## config.mk

```make
export PLATFORM = sky130hd
export DESIGN_NAME = ping_pong_sample_capture_flat
export DESIGN_NICKNAME = d
export VERILOG_FILES = /design/src/pps_pkg.sv /design/src/pps_channel_if.sv /design/src/ping_pong_sample_capture.sv /design/src/flat_wrapper.sv
export SDC_FILE = /design/constraint.sdc
export NUM_CORES = 2
export LEC_CHECK = 0
export ABC_AREA = 1
export BUFFER_PORTS_ARGS = -buffer_cell sky130_fd_sc_hd__buf_2
export CORE_AREA = 2 2 585 587
export CTS_BUF_LIST = sky130_fd_sc_hd__clkbuf_8
export DETAILED_ROUTE_END_ITERATION = 7
export DIE_AREA = 0 0 587 589
export SLEW_MARGIN = 5
export SYNTH_ARGS = -nofsm -noshare
export SYNTH_HDL_FRONTEND = slang
export SYNTH_SLANG_ARGS = --single-unit
export TNS_END_PERCENT = 10
```

## constraint.sdc

```tcl
create_clock -name clock -period 6.4 [get_ports clock]
set_input_delay 0.64 -clock clock [delete_from_list [all_inputs] [get_ports clock]]
set_output_delay 0.64 -clock clock [all_outputs]
set_load 0.05 [all_outputs]
```

## src/pps_pkg.sv

```systemverilog
// ----------------------------------------------------------------------------
// pps_pkg
// Types, codes and sizes shared by the ping-pong sample capture block.
// ----------------------------------------------------------------------------
`default_nettype none

package pps_pkg;

   // points held by one capture bank
   localparam int BANK_POINTS = 32;

   localparam int ADDR_W     = $clog2(2 * BANK_POINTS);
   localparam int FILL_W     = $clog2(BANK_POINTS + 1);
   localparam int COUNT_W    = 6;
   localparam int STAMP_W    = 32;
   localparam int SAMPLE_W   = 12;
   localparam int INTERVAL_W = 16;
   localparam int KIND_W     = 3;

   typedef enum logic [KIND_W-1:0] {
      REQ_ADC_A = 3'd0,
      REQ_ADC_B = 3'd1,
      REQ_START = 3'd2,
      REQ_FETCH = 3'd3,
      REQ_STOP  = 3'd4
   } req_kind_type;

   typedef enum logic [KIND_W-1:0] {
      RSP_START_ACK = 3'd0,
      RSP_STOP_ACK  = 3'd1,
      RSP_ERROR     = 3'd2,
      RSP_HEADER    = 3'd3,
      RSP_POINT     = 3'd4
   } rsp_kind_type;

   typedef enum logic {
      ST_IDLE   = 1'b0,
      ST_STREAM = 1'b1
   } state_type;

   typedef struct packed {
      logic [STAMP_W-1:0]  stamp;
      logic [SAMPLE_W-1:0] chan_a;
      logic [SAMPLE_W-1:0] chan_b;
   } point_type;

   typedef struct packed {
      rsp_kind_type        reply_kind;
      logic                bank;
      logic [COUNT_W-1:0]  point_count;
      point_type           point;
      logic                last;
   } rsp_payload_type;

endpackage

`default_nettype wire

```

## src/pps_channel_if.sv

```systemverilog
// ----------------------------------------------------------------------------
// pps request and response channels
// Valid/ready channels carrying the request and response payloads.
// ----------------------------------------------------------------------------
`default_nettype none

interface pps_req_if;
   logic                          valid;
   logic                          ready;
   logic [pps_pkg::KIND_W-1:0]    req_type;
   logic [pps_pkg::SAMPLE_W-1:0]  adc_value;

   modport source (output valid, output req_type, output adc_value, input ready);
   modport sink   (input valid, input req_type, input adc_value, output ready);
endinterface

interface pps_rsp_if;
   logic                          valid;
   logic                          ready;
   logic [pps_pkg::KIND_W-1:0]    reply_kind;
   logic                          bank;
   logic [pps_pkg::COUNT_W-1:0]   point_count;
   logic [pps_pkg::STAMP_W-1:0]   stamp;
   logic [pps_pkg::SAMPLE_W-1:0]  chan_a;
   logic [pps_pkg::SAMPLE_W-1:0]  chan_b;
   logic                          last;

   modport source (output valid, output reply_kind, output bank, output point_count,
                   output stamp, output chan_a, output chan_b, output last,
                   input ready);
   modport sink   (input valid, input reply_kind, input bank, input point_count,
                   input stamp, input chan_a, input chan_b, input last,
                   output ready);
endinterface

`default_nettype wire

```

## src/ping_pong_sample_capture.sv

```systemverilog
// ----------------------------------------------------------------------------
// ping_pong_sample_capture
// Two-channel sampler storing timestamped points into two banks used in turn.
// ----------------------------------------------------------------------------
// ADC events, start and stop are acted on as they are accepted; a request is
// accepted in idle once the response register is free. A fetch gives a header
// in the cycle after it is accepted, then the bank's points follow one per
// cycle from the point RAM through a read data stage while the response
// channel is ready; no request is taken until the last point is loaded.
// Back-pressure on the response channel holds the stream while it lasts.
`default_nettype none

module ping_pong_sample_capture (
   input  wire logic                           clock,
   input  wire logic                           reset,
   input  wire logic                           csr_wr_en,
   input  wire logic [pps_pkg::INTERVAL_W-1:0] csr_wr_data,
   pps_req_if.sink                             req_ch,
   pps_rsp_if.source                           rsp_ch
);

   pps_pkg::state_type  state_ff, state_in;

   logic [pps_pkg::INTERVAL_W-1:0] interval_ff;
   logic                           running_ff, running_in;
   logic                           bank_ff, bank_in;
   logic [pps_pkg::FILL_W-1:0]     fill_ff, fill_in;
   logic [pps_pkg::STAMP_W-1:0]    time_ff, time_in;
   logic [1:0]                     flags_ff, flags_in;
   logic [pps_pkg::SAMPLE_W-1:0]   lat_a_ff, lat_a_in;
   logic [pps_pkg::SAMPLE_W-1:0]   lat_b_ff, lat_b_in;

   // fetch stream control
   logic                           str_bank_ff, str_bank_in;
   logic [pps_pkg::FILL_W-1:0]     str_cnt_ff, str_cnt_in;
   logic [pps_pkg::FILL_W-1:0]     rd_ptr_ff, rd_ptr_in;
   logic                           rd_vld_ff, rd_vld_in;
   logic                           rd_last_ff;
   pps_pkg::point_type             rd_data_ff;

   logic                           out_vld_ff, out_vld_in;
   pps_pkg::rsp_payload_type       out_ff, out_in;

   pps_pkg::point_type             mem [2*pps_pkg::BANK_POINTS];
   logic                           mem_we;
   logic [pps_pkg::ADDR_W-1:0]     mem_waddr;
   pps_pkg::point_type             mem_wdata;
   logic                           rd_en;
   logic [pps_pkg::ADDR_W-1:0]     rd_addr;

   logic                           req_accept;
   logic                           out_free;
   logic                           load_out;

   // ------------------------------------------------------------------------
   // handshake and read control
   // ------------------------------------------------------------------------
   always_comb begin
      out_free     = !out_vld_ff || rsp_ch.ready;
      req_ch.ready = (state_ff == pps_pkg::ST_IDLE) && out_free;
      req_accept   = req_ch.valid && req_ch.ready;
      load_out     = rd_vld_ff && out_free;
      rd_en        = (state_ff == pps_pkg::ST_STREAM) && (rd_ptr_ff < str_cnt_ff)
                     && (!rd_vld_ff || load_out);
      rd_addr      = pps_pkg::ADDR_W'(rd_ptr_ff)
                     + (str_bank_ff ? pps_pkg::ADDR_W'(pps_pkg::BANK_POINTS)
                                    : pps_pkg::ADDR_W'(0));
   end

   // ------------------------------------------------------------------------
   // next state
   // ------------------------------------------------------------------------
   always_comb begin
      state_in = state_ff;
      case (state_ff)
         pps_pkg::ST_IDLE: begin
            if (req_accept && req_ch.req_type == pps_pkg::REQ_FETCH && running_ff
                && fill_ff != '0) begin
               state_in = pps_pkg::ST_STREAM;
            end
         end
         pps_pkg::ST_STREAM: begin
            if (load_out && rd_last_ff) begin
               state_in = pps_pkg::ST_IDLE;
            end
         end
         default: state_in = pps_pkg::ST_IDLE;
      endcase
   end

   // ------------------------------------------------------------------------
   // request handling and response register
   // ------------------------------------------------------------------------
   always_comb begin
      logic [1:0] flags_new;

      running_in  = running_ff;
      bank_in     = bank_ff;
      fill_in     = fill_ff;
      time_in     = time_ff;
      flags_in    = flags_ff;
      lat_a_in    = lat_a_ff;
      lat_b_in    = lat_b_ff;
      str_bank_in = str_bank_ff;
      str_cnt_in  = str_cnt_ff;
      rd_ptr_in   = rd_ptr_ff;
      mem_we      = 1'b0;
      mem_waddr   = pps_pkg::ADDR_W'(fill_ff)
                    + (bank_ff ? pps_pkg::ADDR_W'(pps_pkg::BANK_POINTS)
                               : pps_pkg::ADDR_W'(0));
      mem_wdata   = '0;
      out_vld_in  = out_vld_ff && !rsp_ch.ready;
      out_in      = out_ff;
      flags_new   = flags_ff;

      if (req_accept) begin
         case (req_ch.req_type)
            pps_pkg::REQ_ADC_A,
            pps_pkg::REQ_ADC_B: begin
               if (req_ch.req_type == pps_pkg::REQ_ADC_A) begin
                  lat_a_in     = req_ch.adc_value;
                  flags_new[0] = 1'b1;
               end else begin
                  lat_b_in     = req_ch.adc_value;
                  flags_new[1] = 1'b1;
               end
               flags_in = flags_new;
               // both channels in while running: store a point
               if (flags_new == 2'b11 && running_ff) begin
                  if (fill_ff >= pps_pkg::FILL_W'(pps_pkg::BANK_POINTS)) begin
                     running_in = 1'b0;
                  end else begin
                     mem_we           = 1'b1;
                     mem_wdata.stamp  = time_ff;
                     mem_wdata.chan_a = lat_a_in;
                     mem_wdata.chan_b = lat_b_in;
                     time_in  = time_ff + pps_pkg::STAMP_W'(interval_ff);
                     flags_in = 2'b00;
                     fill_in  = fill_ff + pps_pkg::FILL_W'(1);
                     if (fill_in >= pps_pkg::FILL_W'(pps_pkg::BANK_POINTS)) begin
                        running_in = 1'b0;
                     end
                  end
               end
            end
            pps_pkg::REQ_START: begin
               fill_in    = '0;
               bank_in    = 1'b0;
               time_in    = '0;
               running_in = 1'b1;
               out_vld_in = 1'b1;
               out_in     = '0;
               out_in.reply_kind = pps_pkg::RSP_START_ACK;
               out_in.last       = 1'b1;
            end
            pps_pkg::REQ_FETCH: begin
               out_vld_in = 1'b1;
               out_in     = '0;
               out_in.last = 1'b1;
               if (!running_ff) begin
                  out_in.reply_kind = pps_pkg::RSP_ERROR;
               end else begin
                  out_in.reply_kind  = pps_pkg::RSP_HEADER;
                  out_in.bank        = bank_ff;
                  out_in.point_count = pps_pkg::COUNT_W'(fill_ff);
                  if (fill_ff != '0) begin
                     out_in.last = 1'b0;
                     // hand the filled bank to the stream, switch to the other
                     str_bank_in = bank_ff;
                     str_cnt_in  = fill_ff;
                     rd_ptr_in   = '0;
                     bank_in     = !bank_ff;
                     fill_in     = '0;
                  end
               end
            end
            pps_pkg::REQ_STOP: begin
               running_in = 1'b0;
               out_vld_in = 1'b1;
               out_in     = '0;
               out_in.reply_kind = pps_pkg::RSP_STOP_ACK;
               out_in.last       = 1'b1;
            end
            default: begin
               // unused codes: drop
            end
         endcase
      end

      if (rd_en) begin
         rd_ptr_in = rd_ptr_ff + pps_pkg::FILL_W'(1);
      end

      if (load_out) begin
         out_vld_in        = 1'b1;
         out_in.reply_kind = pps_pkg::RSP_POINT;
         out_in.bank       = str_bank_ff;
         out_in.point_count = '0;
         out_in.point      = rd_data_ff;
         out_in.last       = rd_last_ff;
      end

      rd_vld_in = rd_en || (rd_vld_ff && !load_out);
   end

   // ------------------------------------------------------------------------
   // registers
   // ------------------------------------------------------------------------
   always_ff @(posedge clock) begin
      if (reset) begin
         state_ff    <= pps_pkg::ST_IDLE;
         interval_ff <= pps_pkg::INTERVAL_W'(1);
         running_ff  <= 1'b0;
         bank_ff     <= 1'b0;
         fill_ff     <= '0;
         time_ff     <= '0;
         flags_ff    <= 2'b00;
         lat_a_ff    <= '0;
         lat_b_ff    <= '0;
         rd_vld_ff   <= 1'b0;
         out_vld_ff  <= 1'b0;
      end else begin
         state_ff    <= state_in;
         if (csr_wr_en) begin
            interval_ff <= csr_wr_data;
         end
         running_ff  <= running_in;
         bank_ff     <= bank_in;
         fill_ff     <= fill_in;
         time_ff     <= time_in;
         flags_ff    <= flags_in;
         lat_a_ff    <= lat_a_in;
         lat_b_ff    <= lat_b_in;
         rd_vld_ff   <= rd_vld_in;
         out_vld_ff  <= out_vld_in;
      end
   end

   always_ff @(posedge clock) begin
      str_bank_ff <= str_bank_in;
      str_cnt_ff  <= str_cnt_in;
      rd_ptr_ff   <= rd_ptr_in;
      out_ff      <= out_in;
      if (rd_en) begin
         rd_last_ff <= (rd_ptr_ff == str_cnt_ff - pps_pkg::FILL_W'(1));
      end
   end

   // point RAM; stores happen only in idle, reads only while streaming
   always_ff @(posedge clock) begin
      if (mem_we) begin
         mem[mem_waddr] <= mem_wdata;
      end
      if (rd_en) begin
         rd_data_ff <= mem[rd_addr];
      end
   end

   assign rsp_ch.valid       = out_vld_ff;
   assign rsp_ch.reply_kind  = out_ff.reply_kind;
   assign rsp_ch.bank        = out_ff.bank;
   assign rsp_ch.point_count = out_ff.point_count;
   assign rsp_ch.stamp       = out_ff.point.stamp;
   assign rsp_ch.chan_a      = out_ff.point.chan_a;
   assign rsp_ch.chan_b      = out_ff.point.chan_b;
   assign rsp_ch.last        = out_ff.last;

   // ------------------------------------------------------------------------
   // assertions
   // ------------------------------------------------------------------------
   a_fill_bound: assert property (@(posedge clock) disable iff (reset)
      fill_ff <= pps_pkg::FILL_W'(pps_pkg::BANK_POINTS))
      else $error("fill index beyond bank size");

   a_no_store_in_stream: assert property (@(posedge clock) disable iff (reset)
      mem_we |-> state_ff == pps_pkg::ST_IDLE)
      else $error("point stored while a bank is streaming");

   a_read_stage_in_stream: assert property (@(posedge clock) disable iff (reset)
      rd_vld_ff |-> state_ff == pps_pkg::ST_STREAM)
      else $error("read data pending outside a stream");

   a_stream_ends_last: assert property (@(posedge clock) disable iff (reset)
      (state_ff == pps_pkg::ST_STREAM && state_in == pps_pkg::ST_IDLE)
      |=> out_vld_ff && out_ff.last && out_ff.reply_kind == pps_pkg::RSP_POINT)
      else $error("stream finished without a last point");

endmodule

`default_nettype wire

```

## src/flat_wrapper.sv

```systemverilog
// flat-port wrapper written by rule: the top's interface ports become plain ports
module ping_pong_sample_capture_flat 
  (clock, reset, csr_wr_en, csr_wr_data, req_ch_valid, req_ch_req_type, req_ch_adc_value, req_ch_ready, rsp_ch_valid, rsp_ch_reply_kind, rsp_ch_bank, rsp_ch_point_count, rsp_ch_stamp, rsp_ch_chan_a, rsp_ch_chan_b, rsp_ch_last, rsp_ch_ready);
  pps_req_if req_ch_i ();
  pps_rsp_if rsp_ch_i ();
  input  wire logic clock;
  input  wire logic reset;
  input  wire logic csr_wr_en;
  input  wire logic [pps_pkg::INTERVAL_W-1:0] csr_wr_data;
  input wire logic [$bits(req_ch_i.valid)-1:0] req_ch_valid;
  input wire logic [$bits(req_ch_i.req_type)-1:0] req_ch_req_type;
  input wire logic [$bits(req_ch_i.adc_value)-1:0] req_ch_adc_value;
  output wire logic [$bits(req_ch_i.ready)-1:0] req_ch_ready;
  output wire logic [$bits(rsp_ch_i.valid)-1:0] rsp_ch_valid;
  output wire logic [$bits(rsp_ch_i.reply_kind)-1:0] rsp_ch_reply_kind;
  output wire logic [$bits(rsp_ch_i.bank)-1:0] rsp_ch_bank;
  output wire logic [$bits(rsp_ch_i.point_count)-1:0] rsp_ch_point_count;
  output wire logic [$bits(rsp_ch_i.stamp)-1:0] rsp_ch_stamp;
  output wire logic [$bits(rsp_ch_i.chan_a)-1:0] rsp_ch_chan_a;
  output wire logic [$bits(rsp_ch_i.chan_b)-1:0] rsp_ch_chan_b;
  output wire logic [$bits(rsp_ch_i.last)-1:0] rsp_ch_last;
  input wire logic [$bits(rsp_ch_i.ready)-1:0] rsp_ch_ready;
  assign req_ch_i.valid = req_ch_valid;
  assign req_ch_i.req_type = req_ch_req_type;
  assign req_ch_i.adc_value = req_ch_adc_value;
  assign req_ch_ready = req_ch_i.ready;
  assign rsp_ch_valid = rsp_ch_i.valid;
  assign rsp_ch_reply_kind = rsp_ch_i.reply_kind;
  assign rsp_ch_bank = rsp_ch_i.bank;
  assign rsp_ch_point_count = rsp_ch_i.point_count;
  assign rsp_ch_stamp = rsp_ch_i.stamp;
  assign rsp_ch_chan_a = rsp_ch_i.chan_a;
  assign rsp_ch_chan_b = rsp_ch_i.chan_b;
  assign rsp_ch_last = rsp_ch_i.last;
  assign rsp_ch_i.ready = rsp_ch_ready;
  ping_pong_sample_capture u_core (.clock(clock), .reset(reset), .csr_wr_en(csr_wr_en), .csr_wr_data(csr_wr_data), .req_ch(req_ch_i), .rsp_ch(rsp_ch_i));
endmodule
```

==> run_results.csv <==
group,metric,value,unit
run_status,status,"complete, no violations",
timing,fmax,214,MHz
synthesis,async_flop_share,0,%
worst_setup_path,critPathSlowestCell,"nor2_4",
final_layout,final_cells,17600,
timing,finalHoldViolCount,0,
clocking,cts.reportedPaths.clkPinSlew,0.06,ns
synthesis,yosys_warnings,0,
final_layout,final_core_util,50.2,%
worst_setup_path,path_cells,"dlygate4sd3_1 > buf_2 > nor2_2 > inv_1 > nor2_2 > buf_4 > inv_2 > nor2_2 > buf_4 > inv_4 > nor2_4 > nand3_2 > nor2_4 > buf_4",
clocking,cts_resized,0,
clocking,ctsRootBufferMaster,"clkbuf_8",
grt,grt_pass1_wl,667000,um
clocking,cts_hold_buf,55,
synthesis,syn_avg_cell_area,12.3,um2
final_layout,fill_cells,29200,
floorplan,placementRows,214,
routing,num_vias,102000,
timing,period_needed,4.68,ns
power_and_ir_drop,p_sw,10.6,mW
synthesis,synth_edf_count,3712,
routing,vias_per_cell,5.78,
clocking,clk_latency,1.23,ns
final_layout,drive_gt1_share,10.0,%
timing,period_share,73.2,%
synthesis,ys_ff_latch,3806,
grt,grt_pass1_vias,96900,
worst_setup_path,critPathKind,"in2reg",
routing,routed_wl,466000,um
flow_run,maxCapViolations,0,
clocking,h-tree-depth,6,
placement,io_buffers,104,
timing,worst_pin_slew,1.36,ns
grt,track_usage,26.1,%
worst_setup_path,crit_fanout,35,
final_layout,nets,12700,
final_layout,final_cell_mix,"edfxtp_1 (3,712), nor2_1 (2,781), o21ai_0 (1,727)",
floorplan,die_w,587,um
routing,avgRoutedWirePerCell,26.4,um
floorplan,boundaryPins,105,
power_and_ir_drop,pwr-share-clk,40.4,%
timing,fin_setup_tns,0,ns
timing,slew_viol_final,0,
placement,gp_congestion,0.866,
synthesis,yosys.area.top_type_share,73.3,%
power_and_ir_drop,p_comb_share,2.7,%
clocking,cts.sinks,3806,
power_and_ir_drop,leakage,59.0,nW
min_path,hold_class,"in2reg",
floorplan,die_y,589,um
placement,dp_hpwl,254000,um
final_layout,mostFrequentLayoutCell,"edfxtp_1",
power_and_ir_drop,sw_frac_of_total,22.4,%
synthesis,synth.area.top_cells,"edfxtp_1 (73%), nor2_1 (7.1%), o21ai_0 (5.7%), nand2_1 (2.7%), o211ai_1 (2.3%)",
routing,dr.pass1.iters,6,
power_and_ir_drop,power,47.5,mW
grt,overflow,0,
synthesis,synth-seq-area-share,74.5,%
worst_setup_path,critPathLaunchType,"primary input",
worst_setup_path,endpoint_kind,"flop",
clocking,cts.path.max_buffers,4,
synthesis,synth_cell_type_count,43,
clocking,cts_tree,"yes",
floorplan,die_area,346000,um2
grt,antenna_found_initial,17,
synthesis,synthesis.area,152000,um2
timing,finalSetupViolCount,0,
final_layout,area.growth.synth_to_final,12.0,%
routing,dr.first_iter.drc_count,13300,
clocking,post_cts_buffers,0,
synthesis,synth_ff_type,"edfxtp_1",
routing,ant_nets,0,
power_and_ir_drop,power_density,279,nW/um2
grt,grt_max_degree,206,
timing,finClkSkew,0.0779,ns
power_and_ir_drop,cell_internal_pwr,36.9,mW
timing,maxSlewHeadroom,8.86,%
timing,grt_setup_unrepaired,"false",
worst_setup_path,crit_required,7.26,ns
floorplan,start_util,44.9,%
power_and_ir_drop,seqPwrFrac,56.9,%
worst_setup_path,max_stage_delay,1.15,ns
power_and_ir_drop,ir_drop,191,uV
floorplan,coreArea,339000,um2
synthesis,synth_top_area_cell,"edfxtp_1",
worst_setup_path,cp.arrival,5.54,ns
synthesis,syn_nets,12400,
synthesis,syn_inst,12300,
routing,drc,0,
clocking,numCtsBuffers,618,
placement,dp.cells,16500,
[critical path, delay by kind of cell]
family	cells	cell delay, ns
and+or+nand+nor	6	2.49
buffers and inverters	8	2.33
[kinds of logic after synthesis]
kind of cell | count (synthesis) | synth area share [%]
and+or+nand+nor | 4694 | 12.3
DFF | 3806 | 74.5
buffers and inverters | 1042 | 2.94
muxes | 9 | 0.0666
xor gates and xnor gates | 15 | 0.0864
AOI/OAI and AO/OA | 2741 | 9.90
adders and majority gates | 27 | 0.227
[state kept, by name (all words and copies together), names as in the netlist, 12 cells and up]
name                  count
u_core.rsp_ch.stamp      32
u_core.lat_b_ff          12
u_core.rd_data_ff        56
u_core.interval_ff       16
u_core.rsp_ch.chan_a     12
u_core.lat_a_ff          12
u_core.rsp_ch.chan_b     12
u_core.time_ff           32
u_core.mem             3584
[power groups by stage]
stage	clock network (mW)	logic [mW]	registers, mW
after floorplan	0	0.755	27.6
after detailed placement	0	1.26	27.5
after global placement	0	1.24	27.5
after CTS	19.4	1.29	27.0
after global routing	20.5	1.41	27.0
final	19.2	1.30	27.0
[cell usage after synthesis, types with 8 or more instances]
library cell / count
edfxtp_1: 3712
nor2_1: 2885
o21ai_0: 1727
nand2_1: 1085
nand3_1: 625
o211ai_1: 456
clkbuf_1: 438
a21oi_1: 287
inv_1: 244
buf_2: 189
o21ai_1: 136
o22ai_1: 98
dfxtp_1: 94
buf_1: 88
buf_4: 62
or2_2: 37
nor3_1: 28
ha_1: 26
a31oi_1: 22
buf_6: 12
nand4_1: 10
mux2_2: 9
xnor2_1: 8
[final cells by class]
cell class,count,area [um2],share of cell area (%)
antenna,14,35.0,0.0206
clock buffer,638,8780,5.16
timing repair buffer,447,4150,2.43
clock inverter,441,2150,1.26
multi-input combinational,7486,35200,20.7
sequential,3806,113000,66.5
inverter,252,1010,0.594
tap,4536,5680,3.33
[path summary, 6_finish.rpt]
kind	startpoint	to	slack, ns	depth (start not counted)
setup reg to reg	u_core.state_ff$_SDFF_PP0_	u_core.mem[50][43]$_DFFE_PP_	1.74	11
hold reg to reg	u_core.lat_a_ff[1]$_SDFFE_PP0P_	u_core.lat_a_ff[1]$_SDFFE_PP0P_	0.47	2
hold / removal	csr_wr_en	u_core.interval_ff[0]$_SDFFE_PP1P_	0.29	4
setup / recovery	req_ch_req_type[2]	u_core.mem[50][43]$_DFFE_PP_	1.72	14
[stage by stage]
step                setup WS, ns  hold slack, ns  instance area [um2]
floorplan                   1.73           0.406               152000
global placement            1.23           0.454               159000
detailed placement          1.12           0.456               159000
CTS                         1.77           0.202               170000
global route                1.59           0.299               170000
finish                      1.72           0.289               170000
[metal layers]
| metal | vias up | routed length (um) | track usage [%] |
|---|---|---|---|
| li1 | 44900 | - | - |
| met1 | 51000 | 189000 | 36.5 |
| met2 | 5232 | 213000 | 40.7 |
| met3 | 806 | 46300 | 5.11 |
| met4 | 0 | 16700 | 9.60 |
| met5 | - | 0 | 0 |
No activity file was read; power rests on OpenSTA's default activity.
